`config.mk`:
```
export PLATFORM = sky130hd
export DESIGN_NAME = buddy_ctrl
export DESIGN_NICKNAME = d
export VERILOG_FILES = /design/src/rtl/buddy_pkg.sv /design/src/rtl/buddy_ctrl.sv
export SDC_FILE = /design/constraint.sdc
export NUM_CORES = 1
export LEC_CHECK = 0
export ABC_AREA = 1
export ABC_CLOCK_PERIOD_IN_PS = 2700
export BUFFER_PORTS_ARGS = -buffer_cell sky130_fd_sc_hd__buf_2
export CAP_MARGIN = 10
export CORE_ASPECT_RATIO = 1.2
export CORE_MARGIN = 8
export CORE_UTILIZATION = 41
export DETAILED_ROUTE_END_ITERATION = 10
export GPL_ROUTABILITY_DRIVEN = 0
export GPL_TIMING_DRIVEN = 0
export PLACE_DENSITY = 0.71
export SYNTH_ARGS = -nofsm -noshare
export SYNTH_HDL_FRONTEND = slang
export SYNTH_SLANG_ARGS = --single-unit
```
`constraint.sdc`:
```
create_clock -name clk_i -period 2.7 [get_ports clk_i]
set_clock_uncertainty 0.05 [all_clocks]
set_input_delay 0.27 -clock clk_i [delete_from_list [all_inputs] [get_ports clk_i]]
set_output_delay 0.27 -clock clk_i [all_outputs]
set_load 0.05 [all_outputs]
```
`src/rtl/buddy_pkg.sv`:
```
// ----------------------------------------------------------------------------
// buddy_pkg: shared types and constants for the buddy allocator
// Payload structs, node codes, status codes, default sizes and the command and status types.
// ----------------------------------------------------------------------------
`default_nettype none
package buddy_pkg;
  localparam int unsigned PoolLog2Def = 16;
  localparam int unsigned MinLog2Def  = 6;
  localparam logic [9:0]  HeaderReset = 10'd128;

  localparam logic [1:0] NsUnused = 2'd0;
  localparam logic [1:0] NsFree   = 2'd1;
  localparam logic [1:0] NsSplit  = 2'd2;
  localparam logic [1:0] NsAlloc  = 2'd3;

  localparam logic [1:0] StDone    = 2'd0;
  localparam logic [1:0] StBadSize = 2'd1;
  localparam logic [1:0] StNoRoom  = 2'd2;
  localparam logic [1:0] StBadFree = 2'd3;

  localparam logic KindAlloc = 1'b0;

  typedef struct packed {
    logic        kind;
    logic [15:0] request_size;
    logic [15:0] free_address;
  } req_t;

  typedef struct packed {
    logic [1:0]  status;
    logic [15:0] data_address;
    logic [4:0]  block_size_log2;
  } rsp_t;

  // datapath commands from the controller
  typedef enum logic [3:0] {
    CmdNone, CmdLoad, CmdClrStep, CmdRead, CmdScanNext, CmdSplit,
    CmdMarkAlloc, CmdDescend, CmdMarkFree, CmdMerge, CmdFinish
  } cmd_e;

  typedef struct packed {
    logic       clr_done;
    logic       is_alloc;
    logic       bad_size;
    logic       too_big;
    logic       bad_addr;
    logic [1:0] rd;
    logic       scan_last;
    logic       scan_top;
    logic       at_target;
    logic       addr_match;
    logic       at_leaf;
    logic       at_root;
  } stat_t;
endpackage
`default_nettype wire

```
`src/rtl/buddy_ctrl.sv`:
```
// ----------------------------------------------------------------------------
// buddy_ctrl: buddy allocator controller
// Sequences clear sweep, search, split, descend and merge steps.
// ----------------------------------------------------------------------------
`default_nettype none
module buddy_ctrl (
  input  wire logic             clk_i,
  input  wire logic             rst_ni,
  input  wire logic             in_valid_i,
  output logic                  in_ready_o,
  output logic                  out_valid_o,
  input  wire logic             out_ready_i,
  input  wire buddy_pkg::stat_t stat_i,
  input  wire buddy_pkg::rsp_t  rsp_i,
  output buddy_pkg::cmd_e       cmd_o,
  output buddy_pkg::rsp_t       rsp_o
);
  typedef enum logic [3:0] {
    SClear, SIdle, SLoad, SScanWait, SScan, SSplit, SFreeWait, SWalk,
    SMergeWait, SMerge, SOut
  } state_e;

  state_e state_q;
  logic [1:0] err_q;
  logic err_set_q;
  logic [1:0] err_d;
  logic err_set_d;
  state_e state_d;
  buddy_pkg::rsp_t out_q;
  buddy_pkg::rsp_t out_d;

  always_comb begin
    cmd_o = buddy_pkg::CmdNone;
    state_d = state_q;
    err_d = err_q;
    err_set_d = err_set_q;
    case (state_q)
      SClear: begin
        cmd_o = buddy_pkg::CmdClrStep;
        if (stat_i.clr_done) begin
          cmd_o = buddy_pkg::CmdNone;
          state_d = SIdle;
        end
      end
      SIdle: if (in_valid_i) state_d = SLoad;
      SLoad: begin
        cmd_o = buddy_pkg::CmdLoad;
        err_set_d = 1'b1;
        if (stat_i.is_alloc) begin
          if (stat_i.bad_size) err_d = buddy_pkg::StBadSize;
          else if (stat_i.too_big) err_d = buddy_pkg::StNoRoom;
          else err_set_d = 1'b0;
          state_d = err_set_d ? SOut : SScanWait;
        end else begin
          if (stat_i.bad_addr) err_d = buddy_pkg::StBadFree;
          else err_set_d = 1'b0;
          state_d = err_set_d ? SOut : SFreeWait;
        end
      end
      SScanWait: state_d = SScan;
      SScan: begin
        if (stat_i.rd == buddy_pkg::NsFree) begin
          state_d = SSplit;
        end else if (stat_i.scan_top && stat_i.scan_last) begin
          err_set_d = 1'b1; err_d = buddy_pkg::StNoRoom; state_d = SOut;
        end else begin
          cmd_o = buddy_pkg::CmdScanNext; state_d = SScanWait;
        end
      end
      SSplit: begin
        if (stat_i.at_target) begin
          cmd_o = buddy_pkg::CmdMarkAlloc; state_d = SOut;
        end else begin
          cmd_o = buddy_pkg::CmdSplit;
        end
      end
      SFreeWait: state_d = SWalk;
      SWalk: begin
        if (stat_i.rd == buddy_pkg::NsAlloc) begin
          if (stat_i.addr_match) begin
            cmd_o = buddy_pkg::CmdMarkFree; state_d = SMergeWait;
          end else begin
            err_set_d = 1'b1; err_d = buddy_pkg::StBadFree; state_d = SOut;
          end
        end else if (stat_i.rd == buddy_pkg::NsSplit && !stat_i.at_leaf) begin
          cmd_o = buddy_pkg::CmdDescend; state_d = SFreeWait;
        end else begin
          err_set_d = 1'b1; err_d = buddy_pkg::StBadFree; state_d = SOut;
        end
      end
      SMergeWait: state_d = SMerge;
      SMerge: begin
        if (!stat_i.at_root && stat_i.rd == buddy_pkg::NsFree) begin
          cmd_o = buddy_pkg::CmdMerge; state_d = SMergeWait;
        end else begin
          cmd_o = buddy_pkg::CmdFinish; state_d = SOut;
        end
      end
      SOut: if (!out_valid_o || out_ready_i) state_d = SIdle;
      default: state_d = SIdle;
    endcase
  end

  always_comb begin
    out_d = rsp_i;
    if (err_set_q) begin
      out_d.status = err_q;
      out_d.block_size_log2 = '0;
      if (err_q != buddy_pkg::StBadFree) out_d.data_address = '0;
    end
  end

  always_ff @(posedge clk_i or negedge rst_ni) begin
    if (!rst_ni) begin
      state_q <= SClear;
      err_q <= '0;
      err_set_q <= 1'b0;
      out_valid_o <= 1'b0;
      out_q <= '0;
    end else begin
      state_q <= state_d;
      err_q <= err_d;
      err_set_q <= err_set_d;
      if (state_q == SOut && (!out_valid_o || out_ready_i)) begin
        out_valid_o <= 1'b1;
        out_q <= out_d;
      end else if (out_valid_o && out_ready_i) begin
        out_valid_o <= 1'b0;
      end
    end
  end

  assign in_ready_o = (state_q == SIdle);
  assign rsp_o = out_q;
endmodule
`default_nettype wire

```
# Word-level counts from Yosys, hierarchy flattened
# Index checks and enable logic that the tools add are counted.
# word_totals
ff_bits,31
input_bits,40
elab_cells,97
# op_classes
n_eq_ne,24
n_mux,51
reduce_logical,15
# ops
op,count
4-bit two-way mux,13
4-bit one-hot mux with 11 select lines,1
2-bit two-way mux,14
4-bit one-hot mux with 6 select lines,1
23-bit two-way mux,1
4-bit by 3-bit == test with 1-bit output (second input constant),4
16-bit two-way mux,1
1-bit two-way mux,15
2-bit inequality test (second input constant),7
4-bit == test (second input constant),3
3-bit two-way mux,3
3-bit inequality test (second input constant),3
4-bit by 2-bit == test with 1-bit output (second input constant),2
7-bit AND reduction,1
2-bit one-hot mux with 3 select lines,1
1-bit logical AND,5
5-bit AND reduction,1
2-bit == test (second input constant),2
4-bit by 1-bit == test with 1-bit output (second input constant),1
4-bit zero test,1
4-bit inequality test (second input constant),1
4-bit AND reduction,1
1-bit zero test,3
1-bit one-hot mux with 3 select lines,1
other kinds (4),4

# Logic depth before layout (Yosys ltp)
# logic_depth
word_depth,7
mapped_depth,9

# Least setup slack after synthesis
# Ideal clock, no wire load.
# synth_timing
path_type,register -> output
start,register state_q[3]
end,output cmd_o[2]
t_arrival_ns,1.592
setup_slack_ns,0.788
path_stages_with_launch,6
path_buffers,0
path_cell_list,dfrtp_1 inv_1 nand2_1 nor2_1 nand2_1 o211ai_1
# synth_via
elab_chain_len,2
word_cells_on_any_way,7
cone_classes,eq/ne (5); mux (1); reduce/logical (1)
# synth_lines
element,line_no,source
"start, declared",buddy_ctrl.sv:23,state_e state_q;
"start signal, assigned",buddy_ctrl.sv:115,state_q <= SClear;
"start signal, assigned",buddy_ctrl.sv:121,state_q <= state_d;
"4-bit == test, or another cell as far along",buddy_ctrl.sv:37,case (state_q)
4-bit one-hot mux with 6 select lines *,buddy_ctrl.sv:37,
"end, declared",buddy_ctrl.sv:15,"output buddy_pkg::cmd_e cmd_o,"
# Every way passes the cells marked *; elsewhere a longest branch is shown, timed or not.

# Worst setup path after layout
# layout_timing
start,register state_q[1]
end,output cmd_o[1]
# The elaborated chain is that of the path after synthesis.

==> impl_metrics.tcl <==
set metrics [dict create \
    syn_area_sq_mm 0.00161 \
    grt_usage_pct 14.4 \
    layout.area.seq_sq_um 776 \
    setup_violations 0 \
    drive_gt1_share_pct 28.3 \
    ys_seq_elements 31 \
    placementRows 25 \
    hold_viol_final 31 \
    max_cap_violations 0 \
    syn_to_final_growth_pct 30.8 \
    grt_pass1_vias 1687 \
    required_ns 2.38 \
    cp-start-kind "flop" \
    r2r_start "state_q[3]" \
    switching_share_pct 53.8 \
    cts_setup_buffers 0 \
    grt_max_degree 32 \
    drtIter0Drc 73 \
    synthDistinctLibCells 19 \
    hpwl_mm 3.41 \
    ctsResizeCount 0 \
    cts-root-buf "clkbuf_8" \
    ir_worst_vdd_mv 0.526 \
    relSlewSlack_pct 55.3 \
    insertion_delay_ns 0.27 \
    holdBufCountCts 0 \
    design.core.area_sq_mm 0.00385 \
    violations "hold timing" \
    p_int_mw 1.23 \
    power_leakage_nw 1.27 \
    vias_per_cell 4.69 \
    num-nets-final 340 \
    dieHeight_microns 84.7 \
    power_frac_comb_pct 57.6 \
    die_area_sq_mm 0.00620 \
    min_period_over_period_pct 75.9 \
    worstSetupEndpointType "output pin" \
    syn_area_per_cell_sq_um 7.16 \
    ff2ff_path_depth 8 \
    outcome "finished with violations" \
    pin_count 69 \
    syn_nets 265 \
    yosysTopAreaCell "dfrtp_1" \
    wl_per_cell_microns 12.1 \
    critPathMaxFanout 6 \
    p_clk_share_pct 13.2 \
    tightest_slew_ns 0.670 \
    multi_input_area_sq_um 734 \
    r2r_slack_ns 1.16 \
    final_cell_mix "nand2_1 (90), buf_2 (73), nand3_1 (31), dfrtp_1 (31), nor2_1 (27)" \
    gr-total-overflow 0 \
    wl_mm 4.28 \
    slew_viol_final 0 \
    cts_tree "built" \
    firstDrtPassIters 4 \
    yosys-top-cells-area "dfrtp_1 (48%), nand2_1 (21%), nand3_1 (9.6%)" \
    dieWidth_microns 73.2 \
    power_density_mw_per_mm2 1270 \
    place_area_sq_mm 0.00202 \
    grt_pass1_wl_mm 7.25 \
    io_buffer_count 68 \
    r2r-end "err_q[1]" \
    post-route-cell-area_sq_mm 0.00211 \
    antennaDiodeCount 0 \
    tns_ns 0 \
    cp.arrival_ns 1.73 \
    netlist_instances 225 \
    yosysSeqAreaShare_pct 48.2 \
    crit_type "reg -> out" \
    seqPwrFrac_pct 29.2 \
    hold_ws_ns -0.0234 \
    start_util_pct 41.9 \
    final_common_cell "nand2_1" \
    h-tree-depth 2 \
    numCtsBuffers 5 \
    antenna_found_initial 0 \
    layout_min_cycle_time_ns 2.05 \
    drc 0 \
    nFillCells 404 \
    hp-class "in -> async" \
    synth_top_area_share_pct 48.2 \
    clk_pin_slew_ns 0.06 \
    vias 1659 \
    cts_sinks 31 \
    synth_warnings 0 \
    cts_buffer_depth 2 \
    power.switching_mw 1.43 \
    fmax_mhz 488 \
    drt.antenna.violating_nets 0 \
    rsz0062_at_grt "false" \
]
## how the worst max path moves through the flow
stage | startpoint | end | slack (ns) | depth (start not counted)
finish | state_q[1] | cmd_o[1] | 0.65 | 5
global route | state_q[1] | cmd_o[1] | 0.49 | 5
CTS | state_q[3] | cmd_o[1] | 0.64 | 6
detailed placement | state_q[1] | cmd_o[1] | 0.94 | 5
global placement | state_q[3] | cmd_o[1] | 0.93 | 6
floorplan | state_q[3] | cmd_o[2] | 0.79 | 5
## cell families after synthesis
logic type,share of synthesized area [%]
simple gates,40.3
buf+inv,6.22
flops,48.2
compound gates,5.28
## layer usage
metal / global-route usage [%] / share of wire, % / up-vias
met5: 0 / 0 / -
met4: 4.93 / 1.4 / 0
met1: 16.5 / 45 / 720
met3: 5.24 / 9.4 / 7
met2: 23.6 / 45 / 70
li1: - / - / 862
## sequential cells by signal (all words and copies together) (netlist names)
| register | count |
|---|---|
| out_valid_o | 1 |
| err_set_q | 1 |
| rsp_o | 23 |
| state_q | 4 |
| err_q | 2 |
## worst max-delay path: stages, from the launching register on
cell,delay (ns)
dfrtp_1,0.42
nand2_1,0.14
nor2_1,0.27
nand3_1,0.20
o2111ai_1,0.13
buf_2,0.29
## stage by stage
stage	total power [mW]	setup slack, ns	std cells	util [%]
after floorplan	1.95	0.788	225	-
after global placement	2.31	0.930	347	52.5
after detailed placement	2.33	0.941	347	52.5
after CTS	2.69	0.640	354	54.7
after global routing	2.87	0.491	354	54.7
final	2.66	0.650	354	54.7
## area by class of cell
class | count | area share [%]
well taps | 54 | 3.21
clock buffers | 6 | 3.92
multi-input cells | 169 | 34.9
repair buffers | 68 | 16.2
clock inverters | 1 | 0.238
flip-flops and latches | 31 | 36.8
plain buffers | 5 | 1.19
inverters | 20 | 3.57
## Yosys cell counts
| cell type | number |
|---|---|
| dfrtp_1 | 31 |
| inv_1 | 18 |
| nor3_4 | 1 |
| o22ai_1 | 1 |
| nand2_1 | 90 |
| o21ai_0 | 7 |
| or2_2 | 1 |
| a21oi_1 | 1 |
| nand3b_1 | 1 |
| o21a_1 | 1 |
| nor2_2 | 1 |
| o2111ai_1 | 1 |
| nor2_1 | 27 |
| o211ai_1 | 1 |
| buf_2 | 5 |
| o21bai_1 | 2 |
| nand3_1 | 31 |
| nand4_1 | 3 |
| inv_2 | 2 |
## power by group through the flow
stage | Sequential [mW] | Clock [mW] | Combinational, mW
2_1_floorplan | 1.28 | 0 | 0.667
3_3_place_gp | 0.778 | 0 | 1.53
3_5_place_dp | 0.786 | 0 | 1.54
4_1_cts | 0.778 | 0.367 | 1.55
5_1_grt | 0.807 | 0.388 | 1.67
6_report | 0.778 | 0.353 | 1.53
Power figures use the tool's default switching activity.
